--- src/kmms_pkg.sv ---
`timescale 1ns / 1ps
// Shared constants for the k-way merge block: field widths, packing and defaults.
// No dependencies.
package kmms_pkg;

    localparam int DEF_WAYS    = 8;
    localparam int VAL_W       = 32;
    localparam int WAY_W       = 3;
    localparam int CFG_W       = 4;
    localparam int IN_TDATA_W  = 40;
    localparam int OUT_TDATA_W = 40;

    localparam logic [CFG_W-1:0] ACTIVE_RESET = 4'd8;

endpackage

--- src/kmms_ram.sv ---
`timescale 1ns / 1ps
// Generic single-write, single-read RAM with a registered read port.
// No dependencies.
module kmms_ram #(
    parameter int WIDTH = 32,
    parameter int DEPTH = 8
) (
    input  logic                                    clk,
    input  logic                                    we,
    input  logic [((DEPTH > 1) ? $clog2(DEPTH) : 1)-1:0] waddr,
    input  logic [WIDTH-1:0]                        wdata,
    input  logic                                    re,
    input  logic [((DEPTH > 1) ? $clog2(DEPTH) : 1)-1:0] raddr,
    output logic [WIDTH-1:0]                        rdata
);

    logic [WIDTH-1:0] mem [DEPTH];
    logic [WIDTH-1:0] rdata_reg;

    always_ff @(posedge clk)
    begin
        if (we)
        begin
            mem[waddr] <= wdata;
        end
        if (re)
        begin
            rdata_reg <= mem[raddr];
        end
    end

    assign rdata = rdata_reg;

endmodule

--- src/kway_merge_min_select.sv ---
`timescale 1ns / 1ps
// K-way merge: takes one word per handshake, returns the smallest held head word.
// Uses kmms_pkg and kmms_ram (head word store).
//
// One input word is taken at a time. After the word is taken the flags are
// checked in the check state; if every active way holds a head or has ended
// and at least one head is held, the head store is read one way per cycle and
// the smallest head then goes to the output register. When every active way
// has ended and no head is held, the all_done word goes there instead; after a
// word that yields nothing the input opens again. The output register lets the
// next word enter while the result waits; a second result waits until the
// first is taken. The final word with all_done set carries zero value and way.
module kway_merge_min_select #(
    parameter int WAYS = kmms_pkg::DEF_WAYS
) (
    input  logic                               clk,
    input  logic                               rst_n,
    input  logic                               s_tvalid,
    output logic                               s_tready,
    input  logic [kmms_pkg::IN_TDATA_W-1:0]    s_tdata,  // src_way[2:0], in_value[34:3]
    input  logic                               s_tlast,  // stream_end
    output logic                               m_tvalid,
    input  logic                               m_tready,
    output logic [kmms_pkg::OUT_TDATA_W-1:0]   m_tdata,  // out_value[31:0], out_way[34:32]
    output logic                               m_tuser,  // all_done
    input  logic                               active_ways_we,
    input  logic [kmms_pkg::CFG_W-1:0]         active_ways_wdata
);
    import kmms_pkg::*;

    localparam int IDXW = (WAYS > 1) ? $clog2(WAYS) : 1;
    localparam int CNTW = $clog2(WAYS + 1);

    typedef enum logic [3:0] {
        ST_IDLE  = 4'b0001,
        ST_CHECK = 4'b0010,
        ST_SCAN  = 4'b0100,
        ST_EMIT  = 4'b1000
    } state_t;

    state_t            state_reg, state_next;
    logic [CFG_W-1:0]  active_reg, active_next;
    logic [WAYS-1:0]   loaded_reg, loaded_next;
    logic [WAYS-1:0]   ended_reg, ended_next;
    logic [CNTW-1:0]   ptr_reg, ptr_next;
    logic              pend_valid_reg, pend_valid_next;
    logic [IDXW-1:0]   pend_idx_reg, pend_idx_next;
    logic              best_any_reg, best_any_next;
    logic [VAL_W-1:0]  best_val_reg, best_val_next;
    logic [IDXW-1:0]   best_idx_reg, best_idx_next;
    logic              done_reg, done_next;
    logic              m_valid_reg, m_valid_next;
    logic [VAL_W-1:0]  m_value_reg, m_value_next;
    logic [WAY_W-1:0]  m_way_reg, m_way_next;
    logic              m_done_reg, m_done_next;

    logic [CNTW-1:0]   live_n;
    logic [WAY_W-1:0]  in_way;
    logic [VAL_W-1:0]  in_value;
    logic              s_acc;
    logic              way_ok;
    logic [IDXW-1:0]   idx_in;
    logic [WAYS-1:0]   act_mask;
    logic              ready_all;
    logic              any_loaded;
    logic              ram_we;
    logic              ram_re;
    logic [IDXW-1:0]   ram_raddr;
    logic [VAL_W-1:0]  ram_rdata;

    assign in_way   = s_tdata[WAY_W-1:0];
    assign in_value = s_tdata[WAY_W+VAL_W-1:WAY_W];
    assign s_tready = (state_reg == ST_IDLE);
    assign s_acc    = s_tvalid && s_tready;
    assign idx_in   = IDXW'(in_way);

    always_comb
    begin
        if (active_reg == '0)
        begin
            live_n = CNTW'(1);
        end
        else if (32'(active_reg) > WAYS)
        begin
            live_n = CNTW'(WAYS);
        end
        else
        begin
            live_n = CNTW'(active_reg);
        end
    end

    assign way_ok = (32'(in_way) < 32'(live_n)) && !ended_reg[idx_in];
    assign ram_we = s_acc && way_ok && !s_tlast && !loaded_reg[idx_in];

    always_comb
    begin
        for (int i = 0; i < WAYS; i++)
        begin
            act_mask[i] = (i < 32'(live_n));
        end
    end

    assign ready_all  = &(~act_mask | loaded_reg | ended_reg);
    assign any_loaded = |(act_mask & loaded_reg);

    assign ram_re    = (state_reg == ST_SCAN) && (ptr_reg < live_n);
    assign ram_raddr = IDXW'(ptr_reg);

    kmms_ram #(
        .WIDTH (VAL_W),
        .DEPTH (WAYS)
    ) u_head_ram (
        .clk   (clk),
        .we    (ram_we),
        .waddr (idx_in),
        .wdata (in_value),
        .re    (ram_re),
        .raddr (ram_raddr),
        .rdata (ram_rdata)
    );

    always_comb
    begin
        state_next      = state_reg;
        active_next     = active_reg;
        loaded_next     = loaded_reg;
        ended_next      = ended_reg;
        ptr_next        = ptr_reg;
        pend_valid_next = 1'b0;
        pend_idx_next   = pend_idx_reg;
        best_any_next   = best_any_reg;
        best_val_next   = best_val_reg;
        best_idx_next   = best_idx_reg;
        done_next       = done_reg;
        m_valid_next    = m_valid_reg && !m_tready;
        m_value_next    = m_value_reg;
        m_way_next      = m_way_reg;
        m_done_next     = m_done_reg;

        if (active_ways_we)
        begin
            active_next = active_ways_wdata;
        end

        case (state_reg)
            ST_IDLE:
            begin
                if (s_acc)
                begin
                    if (way_ok)
                    begin
                        if (s_tlast)
                        begin
                            ended_next[idx_in] = 1'b1;
                        end
                        else
                        begin
                            loaded_next[idx_in] = 1'b1;
                        end
                    end
                    state_next = ST_CHECK;
                end
            end
            ST_CHECK:
            begin
                if (!ready_all)
                begin
                    state_next = ST_IDLE;
                end
                else if (any_loaded)
                begin
                    ptr_next      = '0;
                    best_any_next = 1'b0;
                    done_next     = 1'b0;
                    state_next    = ST_SCAN;
                end
                else
                begin
                    done_next  = 1'b1;
                    state_next = ST_EMIT;
                end
            end
            ST_SCAN:
            begin
                // compare the word read in the previous cycle
                if (pend_valid_reg && loaded_reg[pend_idx_reg]
                    && (!best_any_reg || (ram_rdata < best_val_reg)))
                begin
                    best_any_next = 1'b1;
                    best_val_next = ram_rdata;
                    best_idx_next = pend_idx_reg;
                end
                if (ptr_reg == live_n)
                begin
                    state_next = ST_EMIT;
                end
                else
                begin
                    pend_valid_next = 1'b1;
                    pend_idx_next   = IDXW'(ptr_reg);
                    ptr_next        = ptr_reg + CNTW'(1);
                end
            end
            ST_EMIT:
            begin
                if (!m_valid_reg || m_tready)
                begin
                    m_valid_next = 1'b1;
                    m_done_next  = done_reg;
                    if (done_reg)
                    begin
                        m_value_next = '0;
                        m_way_next   = '0;
                    end
                    else
                    begin
                        m_value_next              = best_val_reg;
                        m_way_next                = WAY_W'(best_idx_reg);
                        loaded_next[best_idx_reg] = 1'b0;
                    end
                    state_next = ST_IDLE;
                end
            end
            default:
            begin
                state_next = ST_IDLE;
            end
        endcase
    end

    always_ff @(posedge clk or negedge rst_n)
    begin
        if (!rst_n)
        begin
            state_reg      <= ST_IDLE;
            active_reg     <= ACTIVE_RESET;
            loaded_reg     <= '0;
            ended_reg      <= '0;
            ptr_reg        <= '0;
            pend_valid_reg <= 1'b0;
            best_any_reg   <= 1'b0;
            done_reg       <= 1'b0;
            m_valid_reg    <= 1'b0;
        end
        else
        begin
            state_reg      <= state_next;
            active_reg     <= active_next;
            loaded_reg     <= loaded_next;
            ended_reg      <= ended_next;
            ptr_reg        <= ptr_next;
            pend_valid_reg <= pend_valid_next;
            best_any_reg   <= best_any_next;
            done_reg       <= done_next;
            m_valid_reg    <= m_valid_next;
        end
    end

    always_ff @(posedge clk)
    begin
        pend_idx_reg <= pend_idx_next;
        best_val_reg <= best_val_next;
        best_idx_reg <= best_idx_next;
        m_value_reg  <= m_value_next;
        m_way_reg    <= m_way_next;
        m_done_reg   <= m_done_next;
    end

    assign m_tvalid = m_valid_reg;
    assign m_tuser  = m_done_reg;
    assign m_tdata  = {{(OUT_TDATA_W-VAL_W-WAY_W){1'b0}}, m_way_reg, m_value_reg};

endmodule

--- config.mk ---
export PLATFORM = sky130hd
export DESIGN_NAME = kway_merge_min_select
export DESIGN_NICKNAME = d
export VERILOG_FILES = /design/src/kmms_pkg.sv /design/src/kmms_ram.sv /design/src/kway_merge_min_select.sv
export SDC_FILE = /design/constraint.sdc
export NUM_CORES = 1
export LEC_CHECK = 0
export BUFFER_PORTS_ARGS = -buffer_cell sky130_fd_sc_hd__buf_2
export CAP_MARGIN = 30
export CORE_ASPECT_RATIO = 2
export CORE_MARGIN = 5
export CORE_UTILIZATION = 50
export CTS_BUF_LIST = sky130_fd_sc_hd__clkbuf_8
export DETAILED_ROUTE_END_ITERATION = 8
export PLACE_DENSITY = 0.63
export SETUP_SLACK_MARGIN = 0.15
export SLEW_MARGIN = 20
export SYNTH_ARGS = -nofsm -noshare
export SYNTH_HDL_FRONTEND = slang
export SYNTH_HIERARCHICAL = 1
export SYNTH_SLANG_ARGS = --single-unit
--- constraint.sdc ---
create_clock -name clk -period 13.15 [get_ports clk]
set_clock_uncertainty 0.15 [all_clocks]
set_input_delay 1.315 -clock clk [delete_from_list [all_inputs] [get_ports clk]]
set_output_delay 1.315 -clock clk [all_outputs]
set_load 0.005 [all_outputs]
==> flow_summary_export.csv <==
group,metric,value,unit
run_status,status,"finished clean",
drt,firstDrtPassIters,6,
global_route,grt_overflow,0,
floorplan,top_level_ports,93,
finish,final_area,18030,µm²
critical_path,crit_end,"u_head_ram/mem[4][29]",
drt,routed_wl,30860,µm
yosys,ys_warn_count,6,
drt,antenna_left,0,
power,p_leak,0.006343,µW
floorplan,core-area,31540,µm²
clock_network,clk_pin_slew,0.07,ns
critical_path,cp_slowest_stage_delay,0.51,ns
clock_network,htree_num_levels,2,
sta,whs,0.3036,ns
yosys,netlist_area,15990,µm²
drt,viasPerCell,5.479,
finish,multi_input_area,4034,µm²
drt,wl_per_cell,21.52,µm
critical_path,r2r_slack,9.55,ns
global_route,grt_pass1_wl,48060,µm
finish,nNetsFinal,1054,
clock_network,cts_buffers,54,
critical_path,regToRegStartpoint,"active_reg[3]",
yosys,synth-main-ff-cell,"edfxtp_1",
yosys,synthCells,843,
floorplan,dieArea,35870,µm²
floorplan,die_h,262.9,µm
critical_path,crit_path_max_fanout,32,
yosys,seq_area_frac_synth,73.02,%
power,power_density,139.7,nW/µm²
critical_path,cp.required,13.22,ns
critical_path,critical_path_depth,9,
clock_network,insertion_delay,0.61,ns
critical_path,cpLargestDelayFamily,"buffers and inverters",
sta,min_period,3.880,ns
yosys,ys_ff_latch,394,
sta,period_share,29.51,%
global_route,grt_pass1_vias,8348,
finish,drive_above_1_share,26.07,%
global_route,grt_util_all_layers,17.81,%
critical_path,r2r_cells,10,
clock_network,cts-resized-gates,0,
clock_network,tritoncts,"yes",
placement,gp_congestion,0.8856,
placement,dp_hpwl,18840,µm
sta,setup_viol,0,
critical_path,crit_chain,"buf_2 > ha_1 > o21ai_0 > a221o_1 > nand4_1 > a211oi_1 > nand2_1 > nor3_2 > buf_4",
floorplan,std_cell_rows,92,
sta,tightestPinTransition,0.7951,ns
sta,rsz0062_at_grt,"no",
critical_path,reg2reg_to,"u_head_ram/mem[4][29]",
critical_path,path_buf_inv,2,
critical_path,start_kind,"input pin",
sta,tns,0,ns
sta,hold_viol_final,0,
yosys,async_reset_ff_share,8.122,%
sta,slew_headroom,46.88,%
clock_network,cts_hold_buf,0,
finish,filler_cell_count,2523,
global_route,grt_max_degree,70,
yosys,synth-edff-count,362,
clock_network,root_buffer,"clkbuf_8",
critical_path,cp_slowest_cell,"buf_4",
finish,syn_to_final_growth,12.75,%
yosys,avgSynthCellArea,18.97,µm²
critical_path,crit_type,"input pin to register",
finish,largest_reg_flops,256,
global_route,antenna_found_initial,3,
sta,fmax,257.7,MHz
flow_run,max_cap_viol_count,0,
drt,drc,0,
clock_network,clk_path_buf_depth,3,
min_path,hold_path.class,"register to register",
drt,drt_iter0_drc,452,
clock_network,cts.sinks,394,
finish,register_area,11680,µm²
floorplan,start_util,50.69,%
critical_path,worstPathArrival,3.95,ns
floorplan,die_x,136.4,µm
drt,vias,7857,
finish,largest_register,"u_head_ram/mem",
critical_path,crit_start,"s_tdata[1]",
sta,report.final.slew_viol_count,0,
power,ir_drop,78.33,µV
critical_path,crit_path_end_kind,"register",
placement,portBuffers,82,
yosys,yosys.cell_types.count,61,
placement,place_area,16910,µm²
clock_network,cts_setup_buffers,0,
[worst min path at each step]
| stage | end | cells after the start | startpoint |
|---|---|---|---|
| after floorplan | best_val_reg[0] | 0 | u_head_ram/rdata[0] |
| after global placement | best_val_reg[29] | 0 | u_head_ram/rdata[29] |
| after detailed placement | best_val_reg[25] | 0 | u_head_ram/rdata[25] |
| after CTS | best_val_reg[29] | 0 | u_head_ram/rdata[29] |
| after global routing | best_val_reg[27] | 0 | u_head_ram/rdata[27] |
| final | best_val_reg[25] | 0 | u_head_ram/rdata[25] |
[worst reg2reg max path, stage by stage (launching register included)]
cell and delay [ns]:
dfstp_2 0.63, inv_1 0.15, nand2_1 0.15, ha_1 0.24, o21ai_0 0.14, a221o_1 0.19, nand4_1 0.16, a211oi_1 0.36
nand2_1 0.32, nor3_2 0.18, buf_4 0.51
[per-stage QoR]
stage / util, % / total power, µW / cells / worst slack (ns)
2_1_floorplan: - / 1547 / 847 / 7.908
3_3_place_gp: 53.61 / 1601 / 1332 / 8.658
3_5_place_dp: 53.61 / 1605 / 1332 / 8.640
4_1_cts: 57.05 / 2550 / 1431 / 9.247
5_1_grt: 57.14 / 2619 / 1433 / 9.035
6_report: 57.15 / 2519 / 1434 / 9.270
[placed cells by master, fill, tap and decap left out, types with 6 or more instances in the layout]
cell / count
inv_1: 51
nor2_1: 43
clkinv_1: 13
clkbuf_8: 55
a21o_1: 11
a21oi_1: 15
ha_1: 38
dfrtp_1: 28
buf_4: 15
mux4_1: 40
buf_2: 82
clkinv_2: 9
nor2b_1: 7
mux4_2: 28
mux2_2: 39
nand2_1: 31
nand2b_1: 14
o21ai_0: 22
nor2_4: 6
edfxtp_1: 362
[cells by family (layout without fill, tap and decap cells)]
| kind of cell | count (synthesis) | in the layout | synth area share (%) |
|---|---|---|---|
| AO/OA/AOI/OAI | 81 | 81 | 3.365 |
| buffers and inverters | 73 | 235 | 2.285 |
| AND/OR/NAND/NOR | 147 | 147 | 4.946 |
| flip-flops | 394 | 394 | 73.02 |
| other | 1 | 7 | 0.02346 |
| adder cells (fa/ha/maj) | 39 | 39 | 3.036 |
| multiplexers | 108 | 108 | 13.33 |
[synthesized netlist by cell type (8+ instances only)]
library cell / number / share of area [%]
o21ai_0: 22 / 0.69
nor2_1: 49 / 1.2
a21oi_1: 15 / 0.47
edfxtp_1: 362 / 68
a21o_1: 11 / 0.52
buf_6: 8 / 0.56
dfrtp_1: 30 / 4.7
nand2_1: 31 / 0.73
buf_2: 10 / 0.31
inv_1: 38 / 0.89
nor3_1: 8 / 0.25
mux2_2: 39 / 2.7
mux4_1: 40 / 6.6
mux4_2: 28 / 3.9
clkbuf_1: 8 / 0.19
ha_1: 38 / 3.0
nand2b_1: 14 / 0.55
[per-layer routing]
metal	global-route usage, %	routed length, µm
met1	20.67	11740
met2	32.22	16760
met3	3.142	1280
met4	6.981	1063
met5	0	10
[final cells by class]
type                            instances  area share, %
Sequential cell                       394          64.79
Multi-Input combinational cell        380          22.38
Clock buffer                           55          4.199
Timing Repair Buffer                   98          3.054
Tap cell                              423          2.936
Clock inverter                         44          1.826
Inverter                               38         0.7913
Antenna cell                            2        0.02776
[report_power, final]
group / total (µW) / switching [µW] / internal, µW
clock: 940 / 448 / 492
combinational: 144 / 75.6 / 68.9
sequential: 1430 / 41.7 / 1390
Power figures use the tool's default switching activity.
